===== config.mk =====
export PLATFORM = sky130hd
export DESIGN_NAME = sorted_list_table_flat
export DESIGN_NICKNAME = d
export VERILOG_FILES = /design/src/hw/rtl/slt_pkg.sv /design/src/hw/rtl/slt_chan_if.sv /design/src/hw/rtl/slt_ram.sv /design/src/hw/rtl/sorted_list_table.sv /design/src/flat_wrapper.sv
export SDC_FILE = /design/constraint.sdc
export NUM_CORES = 2
export LEC_CHECK = 0
export BUFFER_PORTS_ARGS = -buffer_cell sky130_fd_sc_hd__buf_2
export CAP_MARGIN = 20
export CORE_UTILIZATION = 40
export CTS_CLUSTER_SIZE = 40
export DETAILED_ROUTE_END_ITERATION = 8
export PLACE_DENSITY_LB_ADDON = 0.3
export SYNTH_ARGS = -nofsm -noshare
export SYNTH_HDL_FRONTEND = slang
export SYNTH_HIERARCHICAL = 1
export SYNTH_SLANG_ARGS = --single-unit
export TNS_END_PERCENT = 100

===== constraint.sdc =====
create_clock -name i_clk -period 4.5 [get_ports i_clk]
set_clock_uncertainty 0.05 [all_clocks]
set_input_delay 0.675 -clock i_clk [delete_from_list [all_inputs] [get_ports i_clk]]
set_output_delay 0.675 -clock i_clk [all_outputs]
set_load 0.01 [all_outputs]

===== src/hw/rtl/slt_pkg.sv =====
// ---------------------------------------------------------------------------
// Sorted list table package
// Sizes, command and status codes, and sequencer states.
// ---------------------------------------------------------------------------
package slt_pkg;

    localparam int DEPTH   = 64;
    localparam int IDX_W   = $clog2(DEPTH);
    localparam int CNT_W   = $clog2(DEPTH + 1);
    localparam int VALUE_W = 32;
    localparam int POS_W   = 6;
    localparam int OCC_W   = 7;

    typedef enum logic [2:0] {
        KIND_INSERT = 3'd0,
        KIND_DELETE = 3'd1,
        KIND_SEARCH = 3'd2,
        KIND_COUNT  = 3'd3,
        KIND_CLEAR  = 3'd4
    } t_kind;

    typedef enum logic [1:0] {
        ST_OK        = 2'd0,
        ST_NOT_FOUND = 2'd1,
        ST_EMPTY     = 2'd2,
        ST_FULL      = 2'd3
    } t_status;

    typedef enum logic [2:0] {
        S_IDLE,
        S_INS_RD,
        S_INS_CMP,
        S_FND_RD,
        S_FND_CMP,
        S_DEL_RD,
        S_DEL_WR,
        S_RESP
    } t_state;

endpackage


===== src/hw/rtl/slt_chan_if.sv =====
// ---------------------------------------------------------------------------
// Sorted list table channels
// Command and response channels with valid/ready handshake.
// ---------------------------------------------------------------------------
interface slt_cmd_if;
    import slt_pkg::*;

    logic                       valid;
    logic                       ready;
    logic [2:0]                 kind;
    logic signed [VALUE_W-1:0]  value;

    modport source (output valid, output kind, output value, input ready);
    modport sink   (input valid, input kind, input value, output ready);
endinterface

interface slt_rsp_if;
    import slt_pkg::*;

    logic                       valid;
    logic                       ready;
    logic [1:0]                 status;
    logic [POS_W-1:0]           position;
    logic [OCC_W-1:0]           occupancy;
    logic signed [VALUE_W-1:0]  found_value;

    modport source (output valid, output status, output position, output occupancy,
                    output found_value, input ready);
    modport sink   (input valid, input status, input position, input occupancy,
                    input found_value, output ready);
endinterface


===== src/hw/rtl/slt_ram.sv =====
// ---------------------------------------------------------------------------
// Generic single-port-write RAM
// One write port and one read port, read data registered.
// ---------------------------------------------------------------------------
module slt_ram #(
    parameter int WIDTH = 32,
    parameter int DEPTH = 64
) (
    input  logic                     i_clk,
    input  logic                     i_we,
    input  logic [$clog2(DEPTH)-1:0] i_waddr,
    input  logic [WIDTH-1:0]         i_wdata,
    input  logic [$clog2(DEPTH)-1:0] i_raddr,
    output logic [WIDTH-1:0]         o_rdata
);

    logic [WIDTH-1:0] r_mem [DEPTH];
    logic [WIDTH-1:0] r_rdata;

    // write and registered read
    always_ff @(posedge i_clk) begin
        if (i_we) begin
            r_mem[i_waddr] <= i_wdata;
        end
        r_rdata <= r_mem[i_raddr];
    end

    assign o_rdata = r_rdata;

endmodule


===== src/hw/rtl/sorted_list_table.sv =====
// ---------------------------------------------------------------------------
// Sorted list table
// Ascending table of signed values with insert, delete, search, count, clear.
// ---------------------------------------------------------------------------
// Values live in one RAM with a single read and a single write port, walked
// by a small sequencer with one shared signed comparator. One command is
// taken at a time; the command port is ready only while the block is idle
// and the response has been taken. Count and clear, and refused or empty
// commands, go straight to the response. Insert walks down from the top
// and search walks up from the bottom; delete runs the search to the hit and
// then closes the gap. Each step takes a read state and a compare or write
// state because the RAM read data is registered.
// ---------------------------------------------------------------------------
module sorted_list_table (
    input  logic        i_clk,
    input  logic        i_rst_n,
    slt_cmd_if.sink     i_cmd,
    slt_rsp_if.source   o_rsp
);
    import slt_pkg::*;

    t_state                     r_state, n_state;
    logic [CNT_W-1:0]           r_count, n_count;
    logic [CNT_W-1:0]           r_idx,   n_idx;
    logic [2:0]                 r_kind,  n_kind;
    logic signed [VALUE_W-1:0]  r_value, n_value;
    t_status                    r_status, n_status;
    logic [POS_W-1:0]           r_pos,   n_pos;
    logic signed [VALUE_W-1:0]  r_found, n_found;

    logic                       ram_we;
    logic [IDX_W-1:0]           ram_waddr;
    logic [VALUE_W-1:0]         ram_wdata;
    logic [IDX_W-1:0]           ram_raddr;
    logic [VALUE_W-1:0]         ram_rdata;

    logic                       cmp_gt;
    logic                       cmp_eq;

    // value store
    slt_ram #(
        .WIDTH (VALUE_W),
        .DEPTH (DEPTH)
    ) u_ram (
        .i_clk   (i_clk),
        .i_we    (ram_we),
        .i_waddr (ram_waddr),
        .i_wdata (ram_wdata),
        .i_raddr (ram_raddr),
        .o_rdata (ram_rdata)
    );

    // shared comparator: stored entry against the command operand
    assign cmp_gt = $signed(ram_rdata) > r_value;
    assign cmp_eq = ram_rdata == r_value;

    // control state
    always_ff @(posedge i_clk) begin
        if (!i_rst_n) begin
            r_state <= S_IDLE;
            r_count <= '0;
        end else begin
            r_state <= n_state;
            r_count <= n_count;
        end
    end

    // working and response registers
    always_ff @(posedge i_clk) begin
        r_idx    <= n_idx;
        r_kind   <= n_kind;
        r_value  <= n_value;
        r_status <= n_status;
        r_pos    <= n_pos;
        r_found  <= n_found;
    end

    // sequencer: next state, RAM control and result
    always_comb begin
        n_state   = r_state;
        n_count   = r_count;
        n_idx     = r_idx;
        n_kind    = r_kind;
        n_value   = r_value;
        n_status  = r_status;
        n_pos     = r_pos;
        n_found   = r_found;
        ram_we    = 1'b0;
        ram_waddr = r_idx[IDX_W-1:0];
        ram_wdata = r_value;
        ram_raddr = r_idx[IDX_W-1:0];

        case (r_state)
            S_IDLE: begin
                if (i_cmd.valid) begin
                    n_kind   = i_cmd.kind;
                    n_value  = i_cmd.value;
                    n_status = ST_OK;
                    n_pos    = '0;
                    n_found  = '0;
                    n_state  = S_RESP;
                    case (i_cmd.kind)
                        KIND_INSERT: begin
                            if (r_count == CNT_W'(DEPTH)) begin
                                n_status = ST_FULL;
                            end else begin
                                n_idx   = r_count;
                                n_state = S_INS_RD;
                            end
                        end
                        KIND_DELETE, KIND_SEARCH: begin
                            if (r_count == '0) begin
                                n_status = ST_EMPTY;
                            end else begin
                                n_idx   = '0;
                                n_state = S_FND_RD;
                            end
                        end
                        KIND_COUNT: begin
                            if (r_count == '0) begin
                                n_status = ST_EMPTY;
                            end
                        end
                        KIND_CLEAR: begin
                            if (r_count == '0) begin
                                n_status = ST_EMPTY;
                            end
                            n_count = '0;
                        end
                        default: begin
                            n_status = ST_OK;
                        end
                    endcase
                end
            end

            // insert: walk down from the top, moving larger entries up one slot
            S_INS_RD: begin
                if (r_idx == '0) begin
                    ram_we    = 1'b1;
                    ram_waddr = '0;
                    ram_wdata = r_value;
                    n_pos     = '0;
                    n_count   = r_count + CNT_W'(1);
                    n_state   = S_RESP;
                end else begin
                    ram_raddr = IDX_W'(r_idx - CNT_W'(1));
                    n_state   = S_INS_CMP;
                end
            end

            S_INS_CMP: begin
                ram_we = 1'b1;
                if (cmp_gt) begin
                    ram_wdata = ram_rdata;
                    n_idx     = r_idx - CNT_W'(1);
                    n_state   = S_INS_RD;
                end else begin
                    ram_wdata = r_value;
                    n_pos     = POS_W'(r_idx);
                    n_count   = r_count + CNT_W'(1);
                    n_state   = S_RESP;
                end
            end

            // search: walk up from the bottom for the first equal entry
            S_FND_RD: begin
                if (r_idx >= r_count) begin
                    n_status = ST_NOT_FOUND;
                    n_state  = S_RESP;
                end else begin
                    n_state = S_FND_CMP;
                end
            end

            S_FND_CMP: begin
                if (cmp_eq) begin
                    n_pos = POS_W'(r_idx);
                    if (r_kind == KIND_SEARCH) begin
                        n_found = r_value;
                        n_state = S_RESP;
                    end else begin
                        n_state = S_DEL_RD;
                    end
                end else begin
                    n_idx   = r_idx + CNT_W'(1);
                    n_state = S_FND_RD;
                end
            end

            // delete: move every entry above the hit down one slot
            S_DEL_RD: begin
                if ((r_idx + CNT_W'(1)) >= r_count) begin
                    n_count = r_count - CNT_W'(1);
                    n_state = S_RESP;
                end else begin
                    ram_raddr = IDX_W'(r_idx + CNT_W'(1));
                    n_state   = S_DEL_WR;
                end
            end

            S_DEL_WR: begin
                ram_we    = 1'b1;
                ram_wdata = ram_rdata;
                n_idx     = r_idx + CNT_W'(1);
                n_state   = S_DEL_RD;
            end

            // hold the response until the beat is taken
            S_RESP: begin
                if (o_rsp.ready) begin
                    n_state = S_IDLE;
                end
            end

            default: begin
                n_state = S_IDLE;
            end
        endcase
    end

    // channel outputs
    assign i_cmd.ready       = (r_state == S_IDLE);
    assign o_rsp.valid       = (r_state == S_RESP);
    assign o_rsp.status      = r_status;
    assign o_rsp.position    = r_pos;
    assign o_rsp.occupancy   = OCC_W'(r_count);
    assign o_rsp.found_value = r_found;

endmodule


===== src/flat_wrapper.sv =====
// flat-port wrapper written by rule: the top's interface ports become plain ports
module sorted_list_table_flat import slt_pkg::*;
  (i_clk, i_rst_n, i_cmd_valid, i_cmd_kind, i_cmd_value, i_cmd_ready, o_rsp_valid, o_rsp_status, o_rsp_position, o_rsp_occupancy, o_rsp_found_value, o_rsp_ready);
  slt_cmd_if i_cmd_i ();
  slt_rsp_if o_rsp_i ();
  input  logic i_clk;
  input  logic i_rst_n;
  input wire logic [$bits(i_cmd_i.valid)-1:0] i_cmd_valid;
  input wire logic [$bits(i_cmd_i.kind)-1:0] i_cmd_kind;
  input wire logic [$bits(i_cmd_i.value)-1:0] i_cmd_value;
  output wire logic [$bits(i_cmd_i.ready)-1:0] i_cmd_ready;
  output wire logic [$bits(o_rsp_i.valid)-1:0] o_rsp_valid;
  output wire logic [$bits(o_rsp_i.status)-1:0] o_rsp_status;
  output wire logic [$bits(o_rsp_i.position)-1:0] o_rsp_position;
  output wire logic [$bits(o_rsp_i.occupancy)-1:0] o_rsp_occupancy;
  output wire logic [$bits(o_rsp_i.found_value)-1:0] o_rsp_found_value;
  input wire logic [$bits(o_rsp_i.ready)-1:0] o_rsp_ready;
  assign i_cmd_i.valid = i_cmd_valid;
  assign i_cmd_i.kind = i_cmd_kind;
  assign i_cmd_i.value = i_cmd_value;
  assign i_cmd_ready = i_cmd_i.ready;
  assign o_rsp_valid = o_rsp_i.valid;
  assign o_rsp_status = o_rsp_i.status;
  assign o_rsp_position = o_rsp_i.position;
  assign o_rsp_occupancy = o_rsp_i.occupancy;
  assign o_rsp_found_value = o_rsp_i.found_value;
  assign o_rsp_i.ready = o_rsp_ready;
  sorted_list_table u_core (.i_clk(i_clk), .i_rst_n(i_rst_n), .i_cmd(i_cmd_i), .o_rsp(o_rsp_i));
endmodule

==> results.md <==
* Max Freq at 226 MHz
* GR Overflow Total at 0
* Width of the die at 461 µm
* DP Worst Slack at -523 ps
* Max VDD drop at 0.000508 V
* Vias/cell at 5.79
* Final total power at 77.2 mW
* Sequential power share at 0.339
* Asr flop ratio synth at 0
* Post-synth top area cell: edfxtp_1
* Pwr dens at 765 nW/µm²
* FF+latch count, synth at 2,172
* H-tree Lvls at 4
* Relative slew slack at 0.308
* R2r startpoint: u_core/r_idx[1]
* P_leak at 32.2 nW
* Status: finished clean
* CP Launch Type: flop
* Count of final setup violators at 0
* Synth top area cells: edfxtp_1, mux4_2, mux2i_1, dfxtp_1, ha_1
* Layout Cells excl Fill at 7,387
* Post-layout nets at 4,496
* Period minus WS final at 4430 ps
* Inst Count DP at 6,918
* Setup_tns at 0 ps
* Routed Antenna Nets at 0
* Core ar. at 210,000 µm²
* Clock buffer count from CTS at 213
* Top FF cell, synth: edfxtp_1
* Hold WC Path Type: in2reg
* Fillers at 16,940
* Reg2Reg Setup Slack at 70 ps
* Worst EP required at 5190 ps
* Final setup margin at 68.1 ps
* Most common cell after layout, fill and taps aside: edfxtp_1
* Proportion of layout cells with a drive suffix above 1 at 0.334
* Post-synth EDFFs at 2,130
* Largest net degree at the start of global routing at 65
* Post-Syn Instances at 3,855
* Most frequent cells in the layout: edfxtp_1, mux4_2, buf_4
* First-pass GRT wire length at 323,000 µm
* Crit path from: u_core/r_idx[1]
* Buffers on Ports at 87
* Critical path class: reg2reg
* NetSw at 26.5 mW
* Switch share at 0.344
* Crit Path Max Fanout at 9
* DRC Markers at 0
* Drt pass-1 iters at 5
* CTS sink count at 2,172
* Top Ports at 88
* Internal at 50.6 mW
* Initial Util at 0.403
* Fin crit share at 0.985
* Syn Area/Cell at 21.9 µm²
* Final wirelength at 232,000 µm
* Hold Fails Final Rpt at 0
* Clk pwr share at 0.224
* Vias in the first global route at 42,160
* P&R area growth vs syn at 19.4%
* Synth top area share at 0.758
* Final RePlAce weighted congestion at 0.844
* Die area at 213,000 µm²
* Post-Syn Area at 84,400 µm²
* TritonCTS clock tree: built
* CTS root buf: clkbuf_16
* DP HPWL at 135,000 µm
* Post-synthesis sequential area ratio at 0.768
* Avg WL per Cell at 31.4 µm
* Synthesized Nets at 3,950
* Syn. warnings at 6
* CTS Buffer Depth at 3
* Min-delay src: i_cmd_kind[1]
* Gr usage total at 0.216
* Initial antenna violation count at 4
* # rows at 168
* Final Max Tran Viols at 0
* Worst skew pair latency at 880 ps
* Count of cell types in the netlist at 73
* RSZ-0062 raised after global routing: yes
* Worst Setup End Kind: flop
* Max Cap Viol at 0
* Worst-Margin Slew at 1040 ps
* Worst path arrival time at 5120 ps
* Combinational power share at 0.437
* Via count at 42,784
* Reg clk slew, reported paths at 70 ps
* Die height at 461 µm
* DRT iter0 DRCs at 4,968
## power by group through the flow
stage	Sequential, mW	Combinational [mW]	Clock, mW
finish	26.1	33.7	17.3
global route	26.2	35.4	18.3
CTS	26.1	32.8	17.6
detailed placement	26.6	31.7	0
global placement	26.6	31.5	0
floorplan	26.1	18.4	0
## path summary, 6_finish.rpt
kind,depth (start not counted),end
max reg2reg,19,u_core/u_ram/o_rdata[13]
min reg2reg,1,u_core/r_state[0]
min,1,u_core/r_kind[1]
max,19,u_core/u_ram/o_rdata[13]
## through the flow
step                      instance area, µm²  hold slack, ps  utilization
after floorplan                        84400             485            -
after global placement                 92600             537        0.442
after detailed placement               92600             559        0.442
after CTS                             100000            10.7        0.478
after global routing                  101000            47.2        0.481
final                                 101000            62.3        0.481
## flip-flops by register name, indices dropped and copies added, names as in the netlist
| register | count |
|---|---|
| u_core/r_kind | 3 |
| u_core/o_rsp.occupancy | 7 |
| u_core/u_ram/o_rdata | 32 |
| u_core/o_rsp.status | 2 |
| u_core/o_rsp.position | 6 |
| u_core/r_value | 32 |
| u_core/r_idx | 7 |
| u_core/r_state | 3 |
| u_core/o_rsp.found_value | 32 |
| u_core/u_ram/r_mem | 2048 |
## Yosys cell counts (all sizes together) (4+ instances only)
master / count
a221o: 5
nand2b: 12
a22oi: 16
a21o: 11
a31oi: 5
mux2: 33
buf: 108
or3b: 5
xnor2: 10
o32ai: 5
nor2: 165
nor2b: 23
clkbuf: 103
a41o: 4
ha: 55
a21oi: 88
inv: 49
nor3: 14
nand4: 11
nand2: 62
mux2i: 93
and2: 5
nand3b: 6
or3: 6
mux4: 544
nor4: 33
xor2: 7
o21ai: 22
o22ai: 87
and3: 8
nand3: 15
edfxtp: 2130
a311oi: 8
o221ai: 28
dfxtp: 42
## critical path, cell delays in order (launching register included)
cell and delay [ps]:
edfxtp_1 460, buf_6 150, nand3_2 80, xnor2_2 150, ha_1 330, a21o_1 180, a21oi_1 140, o211ai_1 100
buf_4 160, buf_4 160, nand2_1 80, nand2_2 100, a221o_4 550, buf_12 190, or3b_2 510, buf_12 170
o221ai_1 140, a21oi_1 130, a21oi_1 370, nor2_1 100
## kinds of logic after synthesis
logic type      count (synthesis)  share of synthesized area
flops                        2172                      0.768
mux                           670                      0.162
simple gates                  373                     0.0213
compound gates                307                     0.0243
buf+inv                       260                     0.0145
fa+ha+maj                      56                    0.00839
xor+xnor                       17                    0.00176
## routing by layer
layer,track usage,share of wire,vias to the layer above
met4,0.0615,0.026,8
met2,0.349,0.49,1963
met5,0,0.00027,-
li1,-,-,17385
met3,0.0394,0.084,306
met1,0.300,0.40,23122
## what timing repair did
action / in CTS / in global routing
hold endpoints to repair: 31 / 0
gates cloned: 4 / 4
setup buffers: 7 / 27
hold buffers: 31 / 0
endpoints found under the setup margin: 32 / 32
gates resized for setup: 52 / 66
pin swaps: 8 / 8
## cell type report
type	instances	area (µm²)	share of cell area
Sequential cell	2172	64800	0.643
Multi-Input combinational cell	1423	19300	0.191
Timing Repair Buffer	542	6250	0.0620
Clock buffer	277	5630	0.0558
Tap cell	2805	3510	0.0348
Clock inverter	117	1160	0.0115
Inverter	49	184	0.00182
Antenna cell	2	5.00	0.0000496
Power figures use the tool's default switching activity.
